===== src/rtl/scfla_pkg.sv =====
package scfla_pkg;

	// Class field width covers the largest supported class count (28).
	localparam int unsigned CLS_MAX_W = 5;

	typedef enum logic [2:0] {
		ST_HIT         = 3'd0,
		ST_MISS        = 3'd1,
		ST_ALLOC_BIG   = 3'd2,
		ST_FREE_CACHED = 3'd3,
		ST_FREE_FULL   = 3'd4,
		ST_FREE_BIG    = 3'd5
	} status_t;

	// Classified request handed from the front to the back through the queue.
	typedef struct packed {
		logic                 is_free;
		logic                 big;
		logic [CLS_MAX_W-1:0] cls;
		logic [31:0]          blk;     // raw size when big, else class size
		logic [31:0]          handle;
	} req_t;

endpackage


===== src/rtl/scfla_queue.sv =====
module scfla_queue (
	input  logic            clk,
	input  logic            arst_n,
	input  logic            push_valid,
	output logic            push_ready,
	input  scfla_pkg::req_t push_data,
	output logic            pop_valid,
	input  logic            pop_ready,
	output scfla_pkg::req_t pop_data
);

	scfla_pkg::req_t entry_q [2];
	logic            wr_ptr_q;
	logic            rd_ptr_q;
	logic [1:0]      count_q;
	logic            push;
	logic            pop;

	assign push_ready = (count_q != 2'd2);
	assign pop_valid  = (count_q != 2'd0);
	assign pop_data   = entry_q[rd_ptr_q];
	assign push       = push_valid && push_ready;
	assign pop        = pop_valid && pop_ready;

	always_ff @(posedge clk or negedge arst_n) begin
		if (!arst_n) begin
			wr_ptr_q <= 1'b0;
			rd_ptr_q <= 1'b0;
			count_q  <= 2'd0;
		end else begin
			if (push) wr_ptr_q <= ~wr_ptr_q;
			if (pop) rd_ptr_q <= ~rd_ptr_q;
			case ({push, pop})
				2'b10:   count_q <= count_q + 2'd1;
				2'b01:   count_q <= count_q - 2'd1;
				default: count_q <= count_q;
			endcase
		end
	end

	always_ff @(posedge clk) begin
		if (push) entry_q[wr_ptr_q] <= push_data;
	end

endmodule


===== config.mk =====
export PLATFORM = sky130hd
export DESIGN_NAME = scfla_queue
export DESIGN_NICKNAME = d
export VERILOG_FILES = /design/src/rtl/scfla_pkg.sv /design/src/rtl/scfla_queue.sv
export SDC_FILE = /design/constraint.sdc
export NUM_CORES = 1
export LEC_CHECK = 0
export BUFFER_PORTS_ARGS = -buffer_cell sky130_fd_sc_hd__buf_2
export CORE_UTILIZATION = 35
export DETAILED_ROUTE_END_ITERATION = 7
export PLACE_DENSITY = 0.63
export SLEW_MARGIN = 0
export SYNTH_ARGS = -nofsm -noshare
export SYNTH_HDL_FRONTEND = slang
export SYNTH_SLANG_ARGS = --single-unit

===== constraint.sdc =====
create_clock -name clk -period 7.4 [get_ports clk]
set_input_delay 1.11 -clock clk [delete_from_list [all_inputs] [get_ports clk]]
set_output_delay 1.11 -clock clk [all_outputs]
set_load 0.01 [all_outputs]

==> run summary <==
post_cts resized - 0
setup_tns - 0 ps
drt via density - 4.41
WS Path Type - flop to primary output
GRT met1 Usage - 0.132
Routed Wire Length - 9450 um
clock buffer count from CTS - 17
Vias - 2736
post-synthesis simple-gate area fraction - 0.00692
Max-Cap Viols - 0
hpwl dp - 6060 um
Port Buffer Count - 147
Ports - 148
CTS tree - yes
Routed WL per cell - 15.2 um
first-pass GRT wire length - 14300 um
Critical Path Fanout Max - 38
fillcell total - 1350
Slew headroom - 0.328
Critical Path AT - 2500 ps
Setup crit end kind - primary output
run status - complete, no violations
Die Wd - 129 um
M2 GR Usage - 0.201
Most Crowded Layer GR - met2
Area growth syn-to-layout - 27.0%
CTS Hold Bufs - 0
Die Span Y - 129 um
Final Hold Fails - 0
Syn Area/Cell - 23.6 um2
clk sinks - 146
WP data required - 6290 ps
Synthesis Warnings - 0
pin count of the biggest net entering global routing - 72
FF-to-FF Start - count_q[0]
mux cell area share after synthesis - 0.189
antenna cells - 0
Reg2Reg Setup Slack - 4860 ps
Clock Tree Buf Depth - 2
ANT nets after route - 0
worst reg2reg path depth - 4
vias in the first global route - 2832
hold slack - 490 ps
GRT Total Usage - 0.121
Synth Instances - 238
static leakage - 2.84 nW
site row count - 45
Final Wtd Congestion - 0.635
maximum vdd drop - 0.236 mV
Starting Density - 0.364
clk slew on worst S/H paths - 60 ps
RSZ-0062 raised after global routing - no
clk_lat worst skew - 410 ps
setup violators final - 0
Worst Setup Start Kind - flop
RR Endpoint - entry_q[0][1]
H-tree depth - 4
drt initial violations - 114
synthesized net count - 314
synthesized area - 5610 um2
clk_skew - 7.71 ps
Post-Synth XOR/XNOR Area - 0.00781
flops & latches, synth - 146
setup bufs post-CTS - 0
sequential area share after synthesis - 0.778
GR Layer Usage met3 - 0.0574
# DRC - 0
fin crit share - 0.488
Pwr Total - 0.00290 W
Final min period - 3610 ps
GRT Residual Overflow - 0
clk root buf - clkbuf_16
core area - 15400 um2
Post-Synth Adder-Cell Area - 0.00223
count of cell types in the netlist - 14
Synth Area in Compound Gates - 0
router iterations before antenna repair - 4
Max Clk Rate - 277 MHz
largest family of logic cells by synthesized area - multiplexers
Worst-Margin Slew - 1010 ps
Hold Crit Class - input port to async pin
nets@finish - 474
initial antenna violation count - 0
share of cells above drive strength 1 - 0.612
full die area - 16500 um2
Power Dens Cells - 408 nW/um2
Max Transition Viols Final - 0
-- cell usage in the layout (no fill, tap or decap) --
| master | count |
|---|---|
| nor2_1 | 1 |
| dfrtp_4 | 1 |
| ha_1 | 1 |
| xnor2_1 | 3 |
| clkbuf_16 | 17 |
| nor2_4 | 1 |
| mux2_2 | 2 |
| bufinv_16 | 3 |
| nand2_1 | 1 |
| nand2b_1 | 1 |
| and3_4 | 1 |
| mux2_4 | 69 |
| or2_1 | 1 |
| clkinv_2 | 4 |
| buf_4 | 2 |
| dfrtp_1 | 3 |
| and2_4 | 1 |
| buf_2 | 147 |
| clkbuf_1 | 1 |
| clkinv_1 | 3 |
| xor2_1 | 2 |
| edfxtp_1 | 142 |
| clkinvlp_4 | 3 |
-- how the worst max path moves through the flow --
| stage | start | end |
|---|---|---|
| 2_1_floorplan | push_valid | entry_q[0][0] |
| 3_3_place_gp | rd_ptr_q | pop_data[52] |
| 3_5_place_dp | rd_ptr_q | pop_data[52] |
| 4_1_cts | rd_ptr_q | pop_data[52] |
| 5_1_grt | rd_ptr_q | pop_data[22] |
| 6_report | rd_ptr_q | pop_data[31] |
-- power by group --
| group | total, W | switching (W) | internal [W] |
|---|---|---|---|
| clock network | 0.000824 | 0.000303 | 0.000521 |
| registers | 0.00124 | 0.000102 | 0.00114 |
| logic | 0.000841 | 0.000393 | 0.000448 |
-- Yosys cell counts --
master,count,area [um2]
and3_1,1,6.26
edfxtp_1,142,4260
mux2_4,69,1040
and2_4,1,8.76
nor2_1,2,7.51
nand2b_1,1,6.26
dfrtp_1,4,100
nand2_1,1,3.75
mux2_2,2,22.5
buf_6,8,90.1
xnor2_1,3,26.3
ha_1,1,12.5
xor2_1,2,17.5
or2_1,1,6.26
-- cell type report --
type | count | area (um2) | area share
clock inverter | 13 | 144 | 0.0202
multi-input combinational | 84 | 1170 | 0.164
sequential | 146 | 4370 | 0.613
clock buffer | 18 | 429 | 0.0603
tap | 211 | 264 | 0.0371
timing repair buffer | 149 | 751 | 0.105
-- worst max-delay path, cell delays in order, from the launching register on --
cell and delay (ps):
dfrtp_4 870, buf_4 680, mux2_4 360, buf_2 140
-- metal layers --
| metal | part of all wire | vias to the layer above |
|---|---|---|
| li1 | - | 1264 |
| met1 | 0.41 | 1361 |
| met2 | 0.50 | 101 |
| met3 | 0.077 | 10 |
| met4 | 0.012 | 0 |
| met5 | 0 | - |
-- flip-flops by register name, indices dropped and copies added, names as in the netlist --
name / count
rd_ptr_q: 1
entry_q: 142
count_q: 2
wr_ptr_q: 1
-- cell families (layout without fill, tap and decap cells) --
| kind of cell | Yosys count | after routing |
|---|---|---|
| buffers and inverters | 8 | 180 |
| adders and majority gates | 1 | 1 |
| xor gates and xnor gates | 5 | 5 |
| DFF | 146 | 146 |
| muxes | 71 | 71 |
| and+or+nand+nor | 7 | 7 |
-- metrics by stage --
step / area (um2) / std cells / util / setup slack, ps
floorplan: 5610 / 238 / - / 2730
global placement: 6550 / 590 / 0.424 / 4190
detailed placement: 6550 / 590 / 0.424 / 4170
CTS: 7120 / 621 / 0.462 / 3710
global route: 7120 / 621 / 0.462 / 3650
finish: 7120 / 621 / 0.462 / 3790
No activity file was read; power rests on OpenSTA's default activity.
