File: src/rtl/scfla_pkg.sv
package scfla_pkg;

	// Class field width covers the largest supported class count (28).
	localparam int unsigned CLS_MAX_W = 5;

	typedef enum logic [2:0] {
		ST_HIT         = 3'd0,
		ST_MISS        = 3'd1,
		ST_ALLOC_BIG   = 3'd2,
		ST_FREE_CACHED = 3'd3,
		ST_FREE_FULL   = 3'd4,
		ST_FREE_BIG    = 3'd5
	} status_t;

	// Classified request handed from the front to the back through the queue.
	typedef struct packed {
		logic                 is_free;
		logic                 big;
		logic [CLS_MAX_W-1:0] cls;
		logic [31:0]          blk;     // raw size when big, else class size
		logic [31:0]          handle;
	} req_t;

endpackage

File: src/rtl/scfla_front.sv
module scfla_front #(
	parameter int unsigned NUM_CLASSES = 14,
	parameter int unsigned MIN_SHIFT   = 3
) (
	input  logic               in_valid,
	output logic               in_ready,
	input  logic               req_type,
	input  logic [31:0]        size,
	input  logic [31:0]        handle,
	output logic               push_valid,
	input  logic               push_ready,
	output scfla_pkg::req_t    push_data
);

	logic [scfla_pkg::CLS_MAX_W-1:0] cls;
	logic                            big;
	logic [31:0]                     csize;

	// Parallel compare against every class threshold; the smallest match wins.
	always_comb begin
		cls   = '0;
		big   = 1'b1;
		csize = '0;
		for (int i = int'(NUM_CLASSES) - 1; i >= 0; i--) begin
			if (64'(size) < (64'd1 << (i + int'(MIN_SHIFT)))) begin
				cls   = scfla_pkg::CLS_MAX_W'(i);
				big   = 1'b0;
				csize = 32'(64'd1 << (i + int'(MIN_SHIFT)));
			end
		end
	end

	assign push_valid        = in_valid;
	assign in_ready          = push_ready;
	assign push_data.is_free = req_type;
	assign push_data.big     = big;
	assign push_data.cls     = cls;
	assign push_data.blk     = big ? size : csize;
	assign push_data.handle  = handle;

endmodule

File: config.mk
export PLATFORM = sky130hd
export DESIGN_NAME = scfla_front
export DESIGN_NICKNAME = d
export VERILOG_FILES = /design/src/rtl/scfla_pkg.sv /design/src/rtl/scfla_front.sv
export SDC_FILE = /design/constraint.sdc
export NUM_CORES = 1
export LEC_CHECK = 0
export BUFFER_PORTS_ARGS = -buffer_cell sky130_fd_sc_hd__buf_2
export CAP_MARGIN = 5
export CORE_MARGIN = 4
export CORE_UTILIZATION = 30
export DETAILED_ROUTE_END_ITERATION = 8
export GPL_ROUTABILITY_DRIVEN = 0
export MAX_ROUTING_LAYER = met4
export PLACE_DENSITY = 0.91
export SLEW_MARGIN = 20
export SYNTH_ARGS = -nofsm -noshare
export SYNTH_HDL_FRONTEND = slang
export SYNTH_SLANG_ARGS = --single-unit
File: constraint.sdc
create_clock -name vclk -period 3.21
set_clock_uncertainty 0.2 [all_clocks]
set_input_delay 0.321 -clock vclk [all_inputs]
set_output_delay 0.321 -clock vclk [all_outputs]
set_load 0.005 [all_outputs]
==> results by group, run 1 <==
Setup path
  – Crit-path max cell delay: 0.58 ns
  – Setup crit start kind: primary input
  – Critical-path cell list: buf_2, or4_4, nor4b_4, or4b_4, o21ai_2, buf_2
  – Critical path's slowest cell: or4_4
  – Required @ worst endpoint: between 2 and 3 ns
  – CP bufs+invs: 2
  – Cell family with most CP delay: simple AND/OR/NAND/NOR gates
  – Max Fanout on Critical Path: 5
  – Crit. End Element: output pin
  – Most used cell along the critical path: buf_2
  – Critical path arrival: 2.11 ns
  – CP Class: primary input to output pin

Die
  – Core Box Area: 2297 um^2
  – Die area: 3391 um^2
  – Initial Utilization: 32.95%
  – Die Width: 58.23 um
  – Boundary pin count: 140
  – Row count: 17
  – Die Ht: 58.23 um

Synth
  – Sequential area share after synthesis: 0%
  – Post-synthesis xor/xnor area fraction: 0%
  – Mean area per synthesized cell: between 5 and 6 um^2
  – Top cells by area, synth: buf_4 37%, nand2_1 8.9%, clkbuf_1 8.4%, o21ai_0 6.0%, nor4_1 4.1%
  – Post-synthesis mux area share: 0%
  – Syn_nets: slightly below 200
  – Post-synth top area cell: buf_4
  – Syn Inst Count: 128
  – Simple-Gate Fraction of Synth Area: 32.23%
  – Synth Area in Compound Gates: 19.01%
  – Synth Warn #: 0
  – Largest family of logic cells by synthesized area: buffers and inverters
  – Synth top area share: 36.69%
  – Post-Syn Area: 757.0 um^2
  – Adder-cell area share of the yosys netlist: 0%
  – Library cells used by synthesis: 29

STA
  – Achievable Freq: 0.3802 GHz
  – Setup violators final: 0
  – RSZ-0062 raised after global routing: false
  – Fin crit period: 2.630 ns
  – Setup TNS: 0 ns
  – Final worst-path cycle share: 81.94%
  – Slew Viols, Final: 0
  – Final Hold Fails: 0

Finish
  – Nets: 212
  – Sequential cell count: 0
  – Share of post-route cells with drive strength above 1: between 50 and 60%
  – Ant diodes: 0
  – Seq. cell area: 0 um^2
  – Final cell count without fillers: 171
  – Layout clock buffers: 0
  – Commonest non-fill, non-tap cell in the layout: buf_2
  – Area Growth Syn to Fin: 5.455%
  – Commonest cells after routing, fill and taps aside: 69 x buf_2, 18 x nand2_1, 9 x o21ai_0

Routing
  – WL/cell: 12.40 um
  – DRC viols: 0
  – Routed WL: ~2100 um
  – Post-route ant nets: 0
  – Via-to-Cell Ratio: roughly 4.8
  – Via count: 815
  – Initial DRC count: 29
  – Pre-antenna DRT Iters: 4

Power and ir drop
  – Pwr Density: 92.23 nW/um^2
  – Leakage power: 0.0004381 uW
  – Max rail drop VDD: 0.00004117 V

Global route
  – GRT Util Overall: 12.04%
  – Antenna violations before repair: 0
  – Remaining global-route overflow: 0
  – Vias in the first global route: 767
  – Pin count of the biggest net entering global routing: 34
  – First-pass GRT wire length: 3353 um

Clock tree
  – # hold bufs at CTS: 0
  – CTS resizes: 0
  – Setup repair bufs after CTS: 0

Worst hold path
  – Min-delay worst type: primary input to output pin

Placed design
  – Port bufs: 69
  – DP Cell Count: 171
  – Final HPWL DP: ~1900 um

Status
  – Outcome: finished, final reports clean

Flow run
  – Max Cap Violations: 0
-- final timing paths --
kind                        from            end  slack, ns  cells past startpoint
worst max-delay path    size[12]  push_data[36]       0.58                      6
worst min-delay path  handle[11]  push_data[11]       0.44                      0
-- per-layer routing --
metal	wire length, um	global-route usage, %	vias up
met2	1003	20.16	59
li1	-	-	410
met3	337	5.345	14
met5	0	-	-
met1	715	12.58	332
met4	65	3.974	0
-- Yosys cell counts, drive strengths merged --
| cell | instances |
|---|---|
| a211oi | 1 |
| a21o | 1 |
| a21oi | 3 |
| a22o | 1 |
| a31oi | 1 |
| and2 | 3 |
| buf | 38 |
| clkbuf | 17 |
| conb | 1 |
| inv | 5 |
| nand2 | 18 |
| nand2b | 2 |
| nand3 | 1 |
| nand3b | 1 |
| nand4 | 2 |
| nor2 | 5 |
| nor3 | 3 |
| nor4 | 5 |
| nor4b | 1 |
| o211ai | 1 |
| o21ai | 12 |
| o21bai | 1 |
| o31ai | 2 |
| or3 | 1 |
| or4 | 1 |
| or4b | 1 |
-- through the flow --
stage	hold slack, ns	setup WS, ns	total power [uW]	cell area (um^2)	utilization, %
floorplan	0.4847	0.8622	65.37	757.0	-
global placement	0.4420	0.6085	73.51	798.3	34.75
detailed placement	0.4420	0.5794	74.57	798.3	34.75
CTS	0.4420	0.5754	74.97	798.3	34.75
global route	0.4420	0.5108	84.38	798.3	34.75
finish	0.4420	0.5797	73.63	798.3	34.75
-- report_power, final --
part	internal, uW	switching (uW)
logic	37.2	36.5
clock network	0	0
registers	0	0
total	37.2	36.5
-- kinds of logic after synthesis --
group | Yosys count
buf+inv | 60
simple gates | 44
compound gates | 23
other cells | 1
-- cell type report --
| class | instances | area [um^2] |
|---|---|---|
| Multi-Input combinational cell | 68 | 391.6 |
| Fill cell | 266 | 1499 |
| Tap cell | 28 | 35.03 |
| Timing Repair Buffer | 70 | 352.8 |
| Inverter | 5 | 18.77 |
(Power assumes the default switching activity.)
==> run 2, diff against run 1 <==
Settings changed: CORE_UTILIZATION 30 to 28, PLACE_DENSITY 0.91 to 0.86.
Clock period 3.21 ns to 2.7 ns, I/O delays scaled along.
==> run 2 against run 1 <==
Compared with the run above: largest cell class unchanged; setup slack got worse by 0.35 ns; clock-buffer cell count is the same; die area is 6.2% higher; utilization down 2.7 points; hold slack got worse by 0.10 ns; flip-flop and latch count did not move; first-iteration DRC count rose by 14%.
==> results by group, run 2 (synthesis gave the netlist of run 1 again) <==
Die
  – Initial Utilization: 30.01% (-2.9 points)
  – Core Box Area: 2522 um^2 (+9.8%)
  – Row count: 18 (+1)
  – Die area: 3599 um^2 (+6.2%)
  – Die Ht: 60.00 um (+3.0%)
  – Die Width: 60.00 um (+3.0%)
  – Boundary pin count: 140 (unchanged)

Global route
  – Remaining global-route overflow: 0 (unchanged)
  – Vias in the first global route: 701 (-8.6%)
  – Antenna violations before repair: 0 (unchanged)
  – Pin count of the biggest net entering global routing: 34 (unchanged)
  – First-pass GRT wire length: 3360 um (+0.21%)
  – GRT Util Overall: 12.08% (+0.033 points)

Setup path
  – Most used cell along the critical path: buf_2
  – Crit. End Element: output pin
  – Critical path's slowest cell: or4_4
  – CP Class: primary input to output pin
  – Required @ worst endpoint: 2.23 ns (-0.46 ns)
  – Setup crit start kind: primary input
  – Critical path arrival: 2.00 ns (-0.11 ns)
  – Max Fanout on Critical Path: 5 (unchanged)
  – Critical-path cell list: buf_2, or4_4, nor4b_4, or4b_4, o21ai_2, buf_2
  – Crit-path max cell delay: 0.58 ns (about the same)

Worst hold path
  – HP Start: handle[20]
  – Hold endpoint: push_data[20]
  – Min-delay worst type: primary input to output pin
  – Hold Path Depth: 0 (unchanged)

Routing
  – Post-route ant nets: 0 (unchanged)
  – Via count: 812 (-0.37%)
  – Routed WL: 2373 um (+12%)
  – Via-to-Cell Ratio: 4.667 (-2.1%)
  – DRC viols: 0 (unchanged)
  – Initial DRC count: 33 (+14%)
  – Pre-antenna DRT Iters: 4 (unchanged)
  – WL/cell: 13.64 um (+10%)

STA
  – Final worst-path cycle share: 91.55%
  – Setup violators final: 0 (unchanged)
  – Final Hold Fails: 0 (unchanged)
  – Fin crit period: roughly 2.5 ns
  – Achievable Freq: 0.4045 GHz
  – Setup TNS: 0 ns (unchanged)
  – Slew Viols, Final: 0 (unchanged)
  – RSZ-0062 raised after global routing: false

Power and ir drop
  – Max rail drop VDD: 0.00006911 V (+68%)
  – Total power draw: 88.66 uW (+20%)
  – Leakage power: 0.0004435 uW (+1.2%)
  – Pwr Density: 109.7 nW/um^2 (+19%)

Finish
  – Nets: 213 (+0.47%)
  – Layout clock buffers: 0 (unchanged)
  – Core Util, Final: 32.04% (-2.7 points)
  – Ant diodes: 0 (unchanged)
  – Sequential cell count: 0 (unchanged)
  – Commonest cells after routing, fill and taps aside: 69 x buf_2, 18 x nand2_1, 9 x o21ai_0
  – Seq. cell area: 0 um^2 (unchanged)
  – Commonest non-fill, non-tap cell in the layout: buf_2
  – Share of post-route cells with drive strength above 1: 53.47% (+0.33 points)
  – Area Growth Syn to Fin: 6.777%

Flow run
  – Max Cap Violations: 0 (unchanged)

Placed design
  – Port bufs: 69 (unchanged)
  – Final HPWL DP: 2054 um (+8.8%)

Clock tree
  – Setup repair bufs after CTS: 0 (unchanged)
  – CTS resizes: 0 (unchanged)
  – # hold bufs at CTS: 0 (unchanged)

Status
  – Outcome: finished, final reports clean
-- run 2: cell count changes in the layout (fill, tap and decap cells not counted), sizes merged --
cell  before  now
buf       70   71
-- run 2: worst max path at each step --
stage | startpoint | end | slack, ns | cells past startpoint
6_report | size[12] | push_data[36] | 0.23 | 6
5_1_grt | size[12] | push_data[64] | 0.11 | 6
4_1_cts | size[12] | push_data[36] | 0.22 | 6
3_5_place_dp | size[12] | push_data[36] | 0.23 | 6
3_3_place_gp | size[12] | push_data[36] | 0.25 | 6
2_1_floorplan | size[12] | push_data[35] | 0.45 | 4
-- run 2: cell type report --
cell class / count / area (um^2)
fillers: 308 / 1714
multi-input cells: 68 / 391.6
repair buffers: 71 / 360.3
well taps: 30 / 37.54
inverters: 5 / 18.77
-- run 2: routing by layer --
| metal | GRT usage (%) | part of all wire (%) | routed length (um) | up-vias |
|---|---|---|---|---|
| met5 | - | 0 | 0 | - |
| met4 | 1.899 | 1.3 | 31 | 0 |
| met3 | 3.672 | 11 | 260 | 8 |
| met2 | 17.75 | 46 | 1095 | 50 |
| met1 | 16.45 | 42 | 986 | 340 |
| li1 | - | - | - | 414 |
-- run 2: metrics by stage --
| stage | hold slack [ns] | setup WS [ns] | cells | instance area (um^2) |
|---|---|---|---|---|
| floorplan | 0.3827 | 0.4542 | 128 | 757.0 |
| global route | 0.3400 | 0.1078 | 174 | 808.3 |
| finish | 0.3400 | 0.2281 | 174 | 808.3 |
| global placement | 0.3400 | 0.2486 | 174 | 808.3 |
| CTS | 0.3400 | 0.2247 | 174 | 808.3 |
| detailed placement | 0.3400 | 0.2283 | 174 | 808.3 |
-- run 2: critical path, delay by kind of cell --
kind | cells | cell delay (ns)
AO/OA/AOI/OAI | 1 | 0.12
AND/OR/NAND/NOR | 3 | 1.37
buffers and inverters | 2 | 0.25
-- run 2: report_power, final --
part / internal, uW / total [uW] / switching (uW)
clock: 0 / 0 / 0
sequential: 0 / 0 / 0
combinational: 44.2 / 88.7 / 44.4
total: 44.2 / 88.7 / 44.4
